$ cat src/rtl/fbpa_pkg.sv
// ----------------------------------------------------------------------------
// fbpa_pkg
// Shared constants, codes and controller/datapath interface types for the
// fixed block pool allocator.
// ----------------------------------------------------------------------------
package fbpa_pkg;

    localparam int POOLS           = 4;
    localparam int BLOCKS_PER_POOL = 64;

    localparam int POOL_W  = $clog2(POOLS);
    localparam int IDX_W   = $clog2(BLOCKS_PER_POOL);
    localparam int CNT_W   = 7;
    localparam int SIZE_W  = 16;
    localparam int BYTES_W = 24;
    localparam int FRAG_W  = 7;
    localparam int PROD_W  = SIZE_W + CNT_W;
    localparam int GRP_W   = 8;
    localparam int NGRP    = BLOCKS_PER_POOL / GRP_W;

    localparam int ADDR_W     = $clog2(2 * POOLS) + 2;
    localparam int DATA_W     = 32;
    localparam int IN_DATA_W  = 24;
    localparam int IN_USER_W  = 2;
    localparam int OUT_DATA_W = 88;
    localparam int OUT_USER_W = 3;

    localparam logic [FRAG_W-1:0] FRAG_FULL = FRAG_W'(100);

    // request codes
    localparam logic [1:0] REQ_ALLOC = 2'd0;
    localparam logic [1:0] REQ_FREE  = 2'd1;
    localparam logic [1:0] REQ_STATS = 2'd2;

    // register select within a pool pair
    localparam logic REG_SIZE  = 1'b0;
    localparam logic REG_COUNT = 1'b1;

    typedef enum logic [2:0] {
        ST_ALLOC_OK = 3'd0,
        ST_NO_BLOCK = 3'd1,
        ST_FREED    = 3'd2,
        ST_FREE_IGN = 3'd3,
        ST_STATS    = 3'd4
    } t_status;

    typedef enum logic [2:0] {
        S_IDLE,
        S_ALLOC,
        S_FREE,
        S_STATS,
        S_FINISH
    } t_state;

    typedef struct packed {
        logic    take_req;
        logic    step_pool;
        logic    grant;
        logic    free_commit;
        logic    stats_acc;
        logic    set_res;
        t_status res_code;
        logic    load_out;
    } t_cmd;

    typedef struct packed {
        logic hit;
        logic last_pool;
        logic free_ok;
        logic out_room;
    } t_sts;

endpackage

$ cat src/rtl/fbpa_ctrl.sv
// ----------------------------------------------------------------------------
// fbpa_ctrl
// Request sequencer: walks pools for allocate and statistics requests,
// checks a free request, and hands the result to the output register.
// ----------------------------------------------------------------------------
module fbpa_ctrl (
    input  logic          i_clk,
    input  logic          i_rst_n,
    input  logic          i_in_valid,
    input  logic [1:0]    i_in_type,
    output logic          o_in_ready,
    input  fbpa_pkg::t_sts i_sts,
    output fbpa_pkg::t_cmd o_cmd
);
    import fbpa_pkg::*;

    t_state r_state;
    t_state n_state;

    always_ff @(posedge i_clk) begin
        if (!i_rst_n) begin
            r_state <= S_IDLE;
        end else begin
            r_state <= n_state;
        end
    end

    always_comb begin
        n_state = r_state;
        unique case (r_state)
            S_IDLE: begin
                if (i_in_valid) begin
                    unique case (i_in_type)
                        REQ_ALLOC: n_state = S_ALLOC;
                        REQ_FREE:  n_state = S_FREE;
                        default:   n_state = S_STATS;
                    endcase
                end
            end
            S_ALLOC: begin
                if (i_sts.hit || i_sts.last_pool) n_state = S_FINISH;
            end
            S_FREE: begin
                n_state = S_FINISH;
            end
            S_STATS: begin
                if (i_sts.last_pool) n_state = S_FINISH;
            end
            S_FINISH: begin
                if (i_sts.out_room) n_state = S_IDLE;
            end
            default: n_state = S_IDLE;
        endcase
    end

    always_comb begin
        o_cmd      = '0;
        o_cmd.res_code = ST_NO_BLOCK;
        o_in_ready = 1'b0;
        unique case (r_state)
            S_IDLE: begin
                o_in_ready     = 1'b1;
                o_cmd.take_req = i_in_valid;
            end
            S_ALLOC: begin
                if (i_sts.hit) begin
                    o_cmd.grant    = 1'b1;
                    o_cmd.set_res  = 1'b1;
                    o_cmd.res_code = ST_ALLOC_OK;
                end else if (i_sts.last_pool) begin
                    o_cmd.set_res  = 1'b1;
                    o_cmd.res_code = ST_NO_BLOCK;
                end else begin
                    o_cmd.step_pool = 1'b1;
                end
            end
            S_FREE: begin
                o_cmd.set_res     = 1'b1;
                o_cmd.free_commit = i_sts.free_ok;
                o_cmd.res_code    = i_sts.free_ok ? ST_FREED : ST_FREE_IGN;
            end
            S_STATS: begin
                o_cmd.stats_acc = 1'b1;
                o_cmd.step_pool = 1'b1;
                if (i_sts.last_pool) begin
                    o_cmd.set_res  = 1'b1;
                    o_cmd.res_code = ST_STATS;
                end
            end
            S_FINISH: begin
                o_cmd.load_out = i_sts.out_room;
            end
            default: begin
                o_in_ready = 1'b0;
            end
        endcase
    end

endmodule

$ cat src/rtl/fbpa_dp.sv
// ----------------------------------------------------------------------------
// fbpa_dp
// Pool registers, in-use bitmaps, used counts, statistics accumulators and
// the output register.
// ----------------------------------------------------------------------------
module fbpa_dp (
    input  logic                              i_clk,
    input  logic                              i_rst_n,
    input  fbpa_pkg::t_cmd                    i_cmd,
    output fbpa_pkg::t_sts                    o_sts,
    input  logic [fbpa_pkg::IN_DATA_W-1:0]    i_in_data,
    input  logic [fbpa_pkg::IN_USER_W-1:0]    i_in_user,
    output logic                              o_out_valid,
    input  logic                              i_out_ready,
    output logic [fbpa_pkg::OUT_DATA_W-1:0]   o_out_data,
    output logic [fbpa_pkg::OUT_USER_W-1:0]   o_out_user,
    input  logic                              i_psel,
    input  logic                              i_penable,
    input  logic                              i_pwrite,
    input  logic [fbpa_pkg::ADDR_W-1:0]       i_paddr,
    input  logic [fbpa_pkg::DATA_W-1:0]       i_pwdata,
    output logic [fbpa_pkg::DATA_W-1:0]       o_prdata
);
    import fbpa_pkg::*;

    function automatic logic [CNT_W-1:0] eff_count(input logic [CNT_W-1:0] c);
        return (c > CNT_W'(BLOCKS_PER_POOL)) ? CNT_W'(BLOCKS_PER_POOL) : c;
    endfunction

    // lowest clear bit, group first then bit within group
    function automatic logic [IDX_W-1:0] low_zero(input logic [BLOCKS_PER_POOL-1:0] m);
        logic [IDX_W-1:0] grp;
        logic [IDX_W-1:0] bit_sel;
        logic [GRP_W-1:0] row;
        grp     = '0;
        bit_sel = '0;
        for (int g = NGRP - 1; g >= 0; g--) begin
            if (!(&m[g*GRP_W +: GRP_W])) grp = IDX_W'(g);
        end
        row = m[grp*GRP_W +: GRP_W];
        for (int b = GRP_W - 1; b >= 0; b--) begin
            if (!row[b]) bit_sel = IDX_W'(b);
        end
        return IDX_W'(grp * GRP_W) + bit_sel;
    endfunction

    logic [SIZE_W-1:0]          r_size  [POOLS];
    logic [CNT_W-1:0]           r_count [POOLS];
    logic [BLOCKS_PER_POOL-1:0] r_map   [POOLS];
    logic [CNT_W-1:0]           r_used  [POOLS];

    logic [SIZE_W-1:0]  r_req_size;
    logic [IDX_W-1:0]   r_rel_idx;
    logic [POOL_W-1:0]  r_pool;
    t_status            r_res_status;
    logic [POOL_W-1:0]  r_res_gpool;
    logic [IDX_W-1:0]   r_res_gidx;
    logic [BYTES_W-1:0] r_acc_total;
    logic [BYTES_W-1:0] r_acc_used;

    logic                  r_out_valid;
    logic [OUT_DATA_W-1:0] r_out_data;
    logic [OUT_USER_W-1:0] r_out_user;

    logic                  cfg_we;
    logic [POOL_W-1:0]     cfg_pool;
    logic                  cfg_sel;
    logic [SIZE_W-1:0]     cur_size;
    logic [CNT_W-1:0]      cur_eff;
    logic [CNT_W-1:0]      cur_used;
    logic [BLOCKS_PER_POOL-1:0] cur_map;
    logic [IDX_W-1:0]      gidx;
    logic [PROD_W-1:0]     prod_total;
    logic [PROD_W-1:0]     prod_used;
    logic [BYTES_W-1:0]    free_bytes;
    logic [FRAG_W-1:0]     frag;

    assign cfg_we   = i_psel && i_penable && i_pwrite;
    assign cfg_pool = i_paddr[ADDR_W-1:3];
    assign cfg_sel  = i_paddr[2];

    always_comb begin
        o_prdata = '0;
        unique case (cfg_sel)
            REG_SIZE:  o_prdata = DATA_W'(r_size[i_paddr[ADDR_W-1:3]]);
            REG_COUNT: o_prdata = DATA_W'(r_count[i_paddr[ADDR_W-1:3]]);
            default:   o_prdata = '0;
        endcase
    end

    assign cur_size = r_size[r_pool];
    assign cur_eff  = eff_count(r_count[r_pool]);
    assign cur_used = r_used[r_pool];
    assign cur_map  = r_map[r_pool];
    assign gidx     = low_zero(cur_map);

    assign prod_total = cur_size * cur_eff;
    assign prod_used  = cur_size * cur_used;

    // free bytes equal total minus used, so the ratio is full or zero
    assign free_bytes = r_acc_total - r_acc_used;
    assign frag       = (free_bytes != '0) ? FRAG_FULL : '0;

    assign o_sts.hit       = (cur_size >= r_req_size) && (cur_used < cur_eff);
    assign o_sts.last_pool = (r_pool == POOL_W'(POOLS - 1));
    assign o_sts.free_ok   = ({1'b0, r_rel_idx} < cur_eff) && cur_map[r_rel_idx];
    assign o_sts.out_room  = !r_out_valid || i_out_ready;

    // pool setup and block state
    always_ff @(posedge i_clk) begin
        if (!i_rst_n) begin
            for (int p = 0; p < POOLS; p++) begin
                r_size[p]  <= '0;
                r_count[p] <= '0;
                r_map[p]   <= '0;
                r_used[p]  <= '0;
            end
        end else if (cfg_we) begin
            if (cfg_sel == REG_SIZE) begin
                r_size[cfg_pool] <= i_pwdata[SIZE_W-1:0];
            end else begin
                r_count[cfg_pool] <= i_pwdata[CNT_W-1:0];
            end
            r_map[cfg_pool]  <= '0;
            r_used[cfg_pool] <= '0;
        end else if (i_cmd.grant) begin
            r_map[r_pool][gidx] <= 1'b1;
            r_used[r_pool]      <= r_used[r_pool] + 1'b1;
        end else if (i_cmd.free_commit) begin
            r_map[r_pool][r_rel_idx] <= 1'b0;
            r_used[r_pool]           <= r_used[r_pool] - 1'b1;
        end
    end

    // request and result registers
    always_ff @(posedge i_clk) begin
        if (i_cmd.take_req) begin
            r_req_size  <= i_in_data[SIZE_W-1:0];
            r_rel_idx   <= i_in_data[SIZE_W+POOL_W +: IDX_W];
            r_pool      <= (i_in_user == REQ_FREE) ? i_in_data[SIZE_W +: POOL_W] : '0;
            r_res_gpool <= '0;
            r_res_gidx  <= '0;
            r_acc_total <= '0;
            r_acc_used  <= '0;
        end else begin
            if (i_cmd.step_pool) r_pool <= r_pool + 1'b1;
            if (i_cmd.grant) begin
                r_res_gpool <= r_pool;
                r_res_gidx  <= gidx;
            end
            if (i_cmd.stats_acc) begin
                r_acc_total <= r_acc_total + BYTES_W'(prod_total);
                r_acc_used  <= r_acc_used + BYTES_W'(prod_used);
            end
        end
        if (i_cmd.set_res) r_res_status <= i_cmd.res_code;
    end

    // output register
    always_ff @(posedge i_clk) begin
        if (!i_rst_n) begin
            r_out_valid <= 1'b0;
        end else if (i_cmd.load_out) begin
            r_out_valid <= 1'b1;
        end else if (i_out_ready) begin
            r_out_valid <= 1'b0;
        end
    end

    always_ff @(posedge i_clk) begin
        if (i_cmd.load_out) begin
            r_out_user <= OUT_USER_W'(r_res_status);
            r_out_data <= {1'b0, frag, free_bytes, r_acc_used, r_acc_total,
                           r_res_gidx, r_res_gpool};
        end
    end

    assign o_out_valid = r_out_valid;
    assign o_out_data  = r_out_data;
    assign o_out_user  = r_out_user;

endmodule

$ cat src/rtl/fixed_block_pool_allocator_unit.sv
// ----------------------------------------------------------------------------
// fixed_block_pool_allocator_unit
// Allocator over four pools of equal-size blocks with a request stream,
// a result stream and an APB register port.
//
// requests enter on s_axis: tuser is the request kind (allocate, free,
// statistics), tdata carries size, release pool and release block.
// every request yields one item on m_axis: tuser is the status, tdata
// carries the granted pool and block or the byte statistics.
// pool registers are to be written over APB only while no request is in flight;
// the block itself does not enforce it. a write to either register of a pool frees all its blocks.
// allocate probes the pools in order until one has a large enough free
// block, free checks the named pool and block, statistics walks all pools
// through the size by count multipliers. one request is worked at a time
// and the next one is taken the cycle after the result is loaded.
// a finished result sits in the output register; the next request is taken
// while it waits, and work stalls in its last step until the register frees.
// reset clears all pool registers, in-use bitmaps and counts at once.
// ----------------------------------------------------------------------------
module fixed_block_pool_allocator_unit (
    input  logic                              i_clk,
    input  logic                              i_rst_n,
    input  logic                              s_axis_tvalid,
    output logic                              s_axis_tready,
    // req_size[15:0], release_pool[17:16], release_index[23:18]
    input  logic [fbpa_pkg::IN_DATA_W-1:0]    s_axis_tdata,
    // req_type[1:0]
    input  logic [fbpa_pkg::IN_USER_W-1:0]    s_axis_tuser,
    output logic                              m_axis_tvalid,
    input  logic                              m_axis_tready,
    // grant_pool[1:0], grant_index[7:2], total_bytes[31:8], used_bytes[55:32],
    // free_bytes[79:56], fragmentation[86:80], zero pad[87]
    output logic [fbpa_pkg::OUT_DATA_W-1:0]   m_axis_tdata,
    // status[2:0]
    output logic [fbpa_pkg::OUT_USER_W-1:0]   m_axis_tuser,
    input  logic                              psel,
    input  logic                              penable,
    input  logic                              pwrite,
    input  logic [fbpa_pkg::ADDR_W-1:0]       paddr,
    input  logic [fbpa_pkg::DATA_W-1:0]       pwdata,
    output logic [fbpa_pkg::DATA_W-1:0]       prdata,
    output logic                              pready
);
    import fbpa_pkg::*;

    t_cmd cmd;
    t_sts sts;

    assign pready = 1'b1;

    fbpa_ctrl u_ctrl (
        .i_clk      (i_clk),
        .i_rst_n    (i_rst_n),
        .i_in_valid (s_axis_tvalid),
        .i_in_type  (s_axis_tuser),
        .o_in_ready (s_axis_tready),
        .i_sts      (sts),
        .o_cmd      (cmd)
    );

    fbpa_dp u_dp (
        .i_clk       (i_clk),
        .i_rst_n     (i_rst_n),
        .i_cmd       (cmd),
        .o_sts       (sts),
        .i_in_data   (s_axis_tdata),
        .i_in_user   (s_axis_tuser),
        .o_out_valid (m_axis_tvalid),
        .i_out_ready (m_axis_tready),
        .o_out_data  (m_axis_tdata),
        .o_out_user  (m_axis_tuser),
        .i_psel      (psel),
        .i_penable   (penable),
        .i_pwrite    (pwrite),
        .i_paddr     (paddr),
        .i_pwdata    (pwdata),
        .o_prdata    (prdata)
    );

endmodule

$ cat config.mk
export PLATFORM = sky130hd
export DESIGN_NAME = fixed_block_pool_allocator_unit
export DESIGN_NICKNAME = d
export VERILOG_FILES = /design/src/rtl/fbpa_pkg.sv /design/src/rtl/fbpa_ctrl.sv /design/src/rtl/fbpa_dp.sv /design/src/rtl/fixed_block_pool_allocator_unit.sv
export SDC_FILE = /design/constraint.sdc
export NUM_CORES = 2
export LEC_CHECK = 0
export ABC_AREA = 1
export ABC_CLOCK_PERIOD_IN_PS = 15700
export BUFFER_PORTS_ARGS = -buffer_cell sky130_fd_sc_hd__buf_2
export CAP_MARGIN = 30
export CORE_MARGIN = 8
export CORE_UTILIZATION = 50
export DETAILED_ROUTE_END_ITERATION = 16
export PLACE_DENSITY = 0.67
export SYNTH_ARGS = -nofsm -noshare
export SYNTH_HDL_FRONTEND = slang
export SYNTH_SLANG_ARGS = --single-unit
$ cat constraint.sdc
create_clock -name i_clk -period 15.7 [get_ports i_clk]
set_input_delay 3.14 -clock i_clk [delete_from_list [all_inputs] [get_ports i_clk]]
set_output_delay 3.14 -clock i_clk [all_outputs]
set_load 0.005 [all_outputs]
==> results.yml <==
run_status:
  status: "completed"
finish:
  final_nets: 5241
  multiInputGateArea_um2: 18500
  fillCellCount: 7036
  drive_above_1_share: 0.0756
  area_growth_pct: 9.10
  num_antenna_cells: 0
  final_core_util: 0.550
  regArea_um2: 15900
yosys:
  synth-seq-cells: 549
  yosys_warnings: 0
  synth_top_family_by_area: "simple AND/OR/NAND/NOR gates"
  synth_ff_type: "edfxtp_1"
  synth_cells: 4777
  synth_mux_area_frac: 0
  synth-simple-area-share: 0.252
  synthAdderAreaFrac: 0.143
  synthTopCellsByCount: "nand2_1 (1387), inv_1 (733), nor2_1 (621)"
  yosys.cell_count.top_type: "nand2_1"
  syn_avg_cell_area_um2: 8.00
  synth_async_sr_flop_share: 0
  synth_xor_area_frac: 0.0144
  ys_types: 50
  synthTopCellsByArea: "edfxtp_1 (38%), nand2_1 (14%), fa_1 (9.5%), inv_1 (7.2%), nor2_1 (6.1%)"
  syn_area_um2: 38200
  synth_top_area_frac: 0.383
  synth_seq_area_share: 0.415
  synth_edf_count: 487
  yosysTopAreaCell: "edfxtp_1"
  synth_compound_area_frac: 0.0696
global_routing:
  grt_pass1_wl_mm: 170
  grt_overflow: 0
  grtUsageMet3: 0.0374
  grt_pass1_vias: 31100
  grt_start_max_net_pins: 154
  busiest_layer: "met2"
  grt_use_met2: 0.434
  grt.total_usage: 0.249
  antenna_found_initial: 0
  use_met1: 0.309
die:
  die_h_um: 292
  die_w_um: 292
  rows: 101
  die-area_um2: 85500
  core-area_um2: 75800
  start_util: 0.504
  io-pin-count: 196
worst_setup_path:
  cp_top_family: "buffers and inverters"
  start_kind: "register"
  slowest_stage: "dfxtp_4"
  crit-reg2reg-capture: "u_dp.r_acc_total[22]"
  rr_worst_depth: 28
  crit_top_cell: "inv_1"
  path_buf_inv: 8
  critPathMaxFanout: 153
  required_ps: 16230
  crit_arrival_ps: 9230
  end_kind: "register"
  critical_path_class: "reg2reg"
  critPathMaxStageDelay_ps: 760
  reg2reg_slack_ps: 7000
timing:
  clock_skew_ps: 17.4
  max_freq_mhz: 115
  finalHoldViolCount: 0
  tightest_slew_ps: 1060
  relSlewSlack: 0.294
  final.period_utilization: 0.554
  setup_tns_ps: 0
  fin_crit_ps: 8700
  setup_violations: 0
  rsz0062_at_grt: "no"
  slew_viol_final: 0
drt:
  ant_nets: 0
  wirelength_mm: 109
  dr.pass1.iters: 6
  drtIter0Drc: 2626
  vias: 32000
  avgRoutedWirePerCell_um: 18.5
  via_per_inst: 5.46
  drc: 0
placement:
  portBuffers: 155
  place_congestion: 0.944
  hpwl_mm: 72.9
clock_tree:
  path_clk_slew_ps: 70
  clk_latency_ps: 640
  htreeDepth: 2
  root_buffer: "clkbuf_16"
  cts_buffers: 61
  ctsResizeCount: 0
  cts_tree: "yes"
  postCtsSetupBuffers: 0
  clkSinkCount: 549
  clock_path_buffers: 3
  hold_buffers: 0
min_path:
  holdPathStages: 0
  hold_path_startpoint: "u_dp.r_res_status[0]"
  whs_endpoint: "u_dp.o_out_user[0]"
  hp-class: "reg2reg"
run:
  cap_violations: 0
==> state kept, by name, summed over array words and instances, names as in the netlist, 2 cells and up, named ones only <==
signal,cells
u_dp.r_req_size,16
u_ctrl.r_state,3
u_dp.o_out_data,81
u_dp.r_acc_total,24
u_dp.r_acc_used,24
u_dp.r_size,64
u_dp.r_map,256
u_dp.r_rel_idx,6
u_dp.o_out_user,3
u_dp.r_used,28
u_dp.r_pool,2
u_dp.r_res_gidx,6
u_dp.r_res_status,3
u_dp.r_res_gpool,2
u_dp.r_count,28
==> per-layer routing <==
layer / part of all wire / vias to the layer above
met5: 0 / -
met4: 0.041 / 0
met3: 0.082 / 247
met2: 0.49 / 1342
met1: 0.39 / 15100
li1: - / 15300
==> layout make-up <==
type	instances	share of cell area
multi-input cells	3258	0.443
flip-flops and latches	549	0.381
inverters	755	0.0681
clock buffers	74	0.0395
repair buffers	218	0.0311
well taps	978	0.0293
clock inverters	40	0.00813
==> how the worst max path moves through the flow <==
stage	depth (start not counted)	start	slack, ps	end
3_5_place_dp	28	register	6980	u_dp.r_acc_total[22]
3_3_place_gp	32	register	7020	u_dp.r_acc_total[22]
4_1_cts	32	register	6960	u_dp.r_acc_total[22]
5_1_grt	32	register	6340	u_dp.r_acc_total[22]
2_1_floorplan	2	m_axis_tready	3780	u_dp.o_out_data[0]
6_report	28	register	7000	u_dp.r_acc_total[22]
==> cells by family (layout without fill, tap and decap cells) <==
group                    count (synthesis)  in the layout
XOR/XNOR                                63             63
AND/OR/NAND/NOR                       2393           2393
AO/OA/AOI/OAI                          452            452
adder cells (fa/ha/maj)                328            328
buffers and inverters                  990           1087
flip-flops                             549            549
other                                    2             22
==> placed cells by master (no fill, tap or decap), types with 62 or more instances in the layout <==
| cell type | count |
|---|---|
| nor2_1 | 615 |
| nand2_1 | 1386 |
| clkbuf_16 | 62 |
| nand3_1 | 248 |
| ha_1 | 146 |
| nand4_1 | 70 |
| fa_1 | 182 |
| inv_1 | 731 |
| a21oi_1 | 161 |
| buf_2 | 156 |
| edfxtp_1 | 487 |
| o21ai_0 | 117 |
==> stage by stage <==
| stage | area [µm²] | hold slack [ps] | setup WS (ps) | cells |
|---|---|---|---|---|
| after global routing | 41700 | 425 | 6340 | 5872 |
| final | 41700 | 420 | 7000 | 5872 |
| after floorplan | 38300 | 400 | 3780 | 4797 |
| after detailed placement | 39700 | 407 | 6980 | 5756 |
| after global placement | 39600 | 407 | 7020 | 5751 |
| after CTS | 41700 | 422 | 6960 | 5870 |
Power is not shown: default switching activity piles up to over one toggle a cycle in this logic, so the estimate is an artifact.
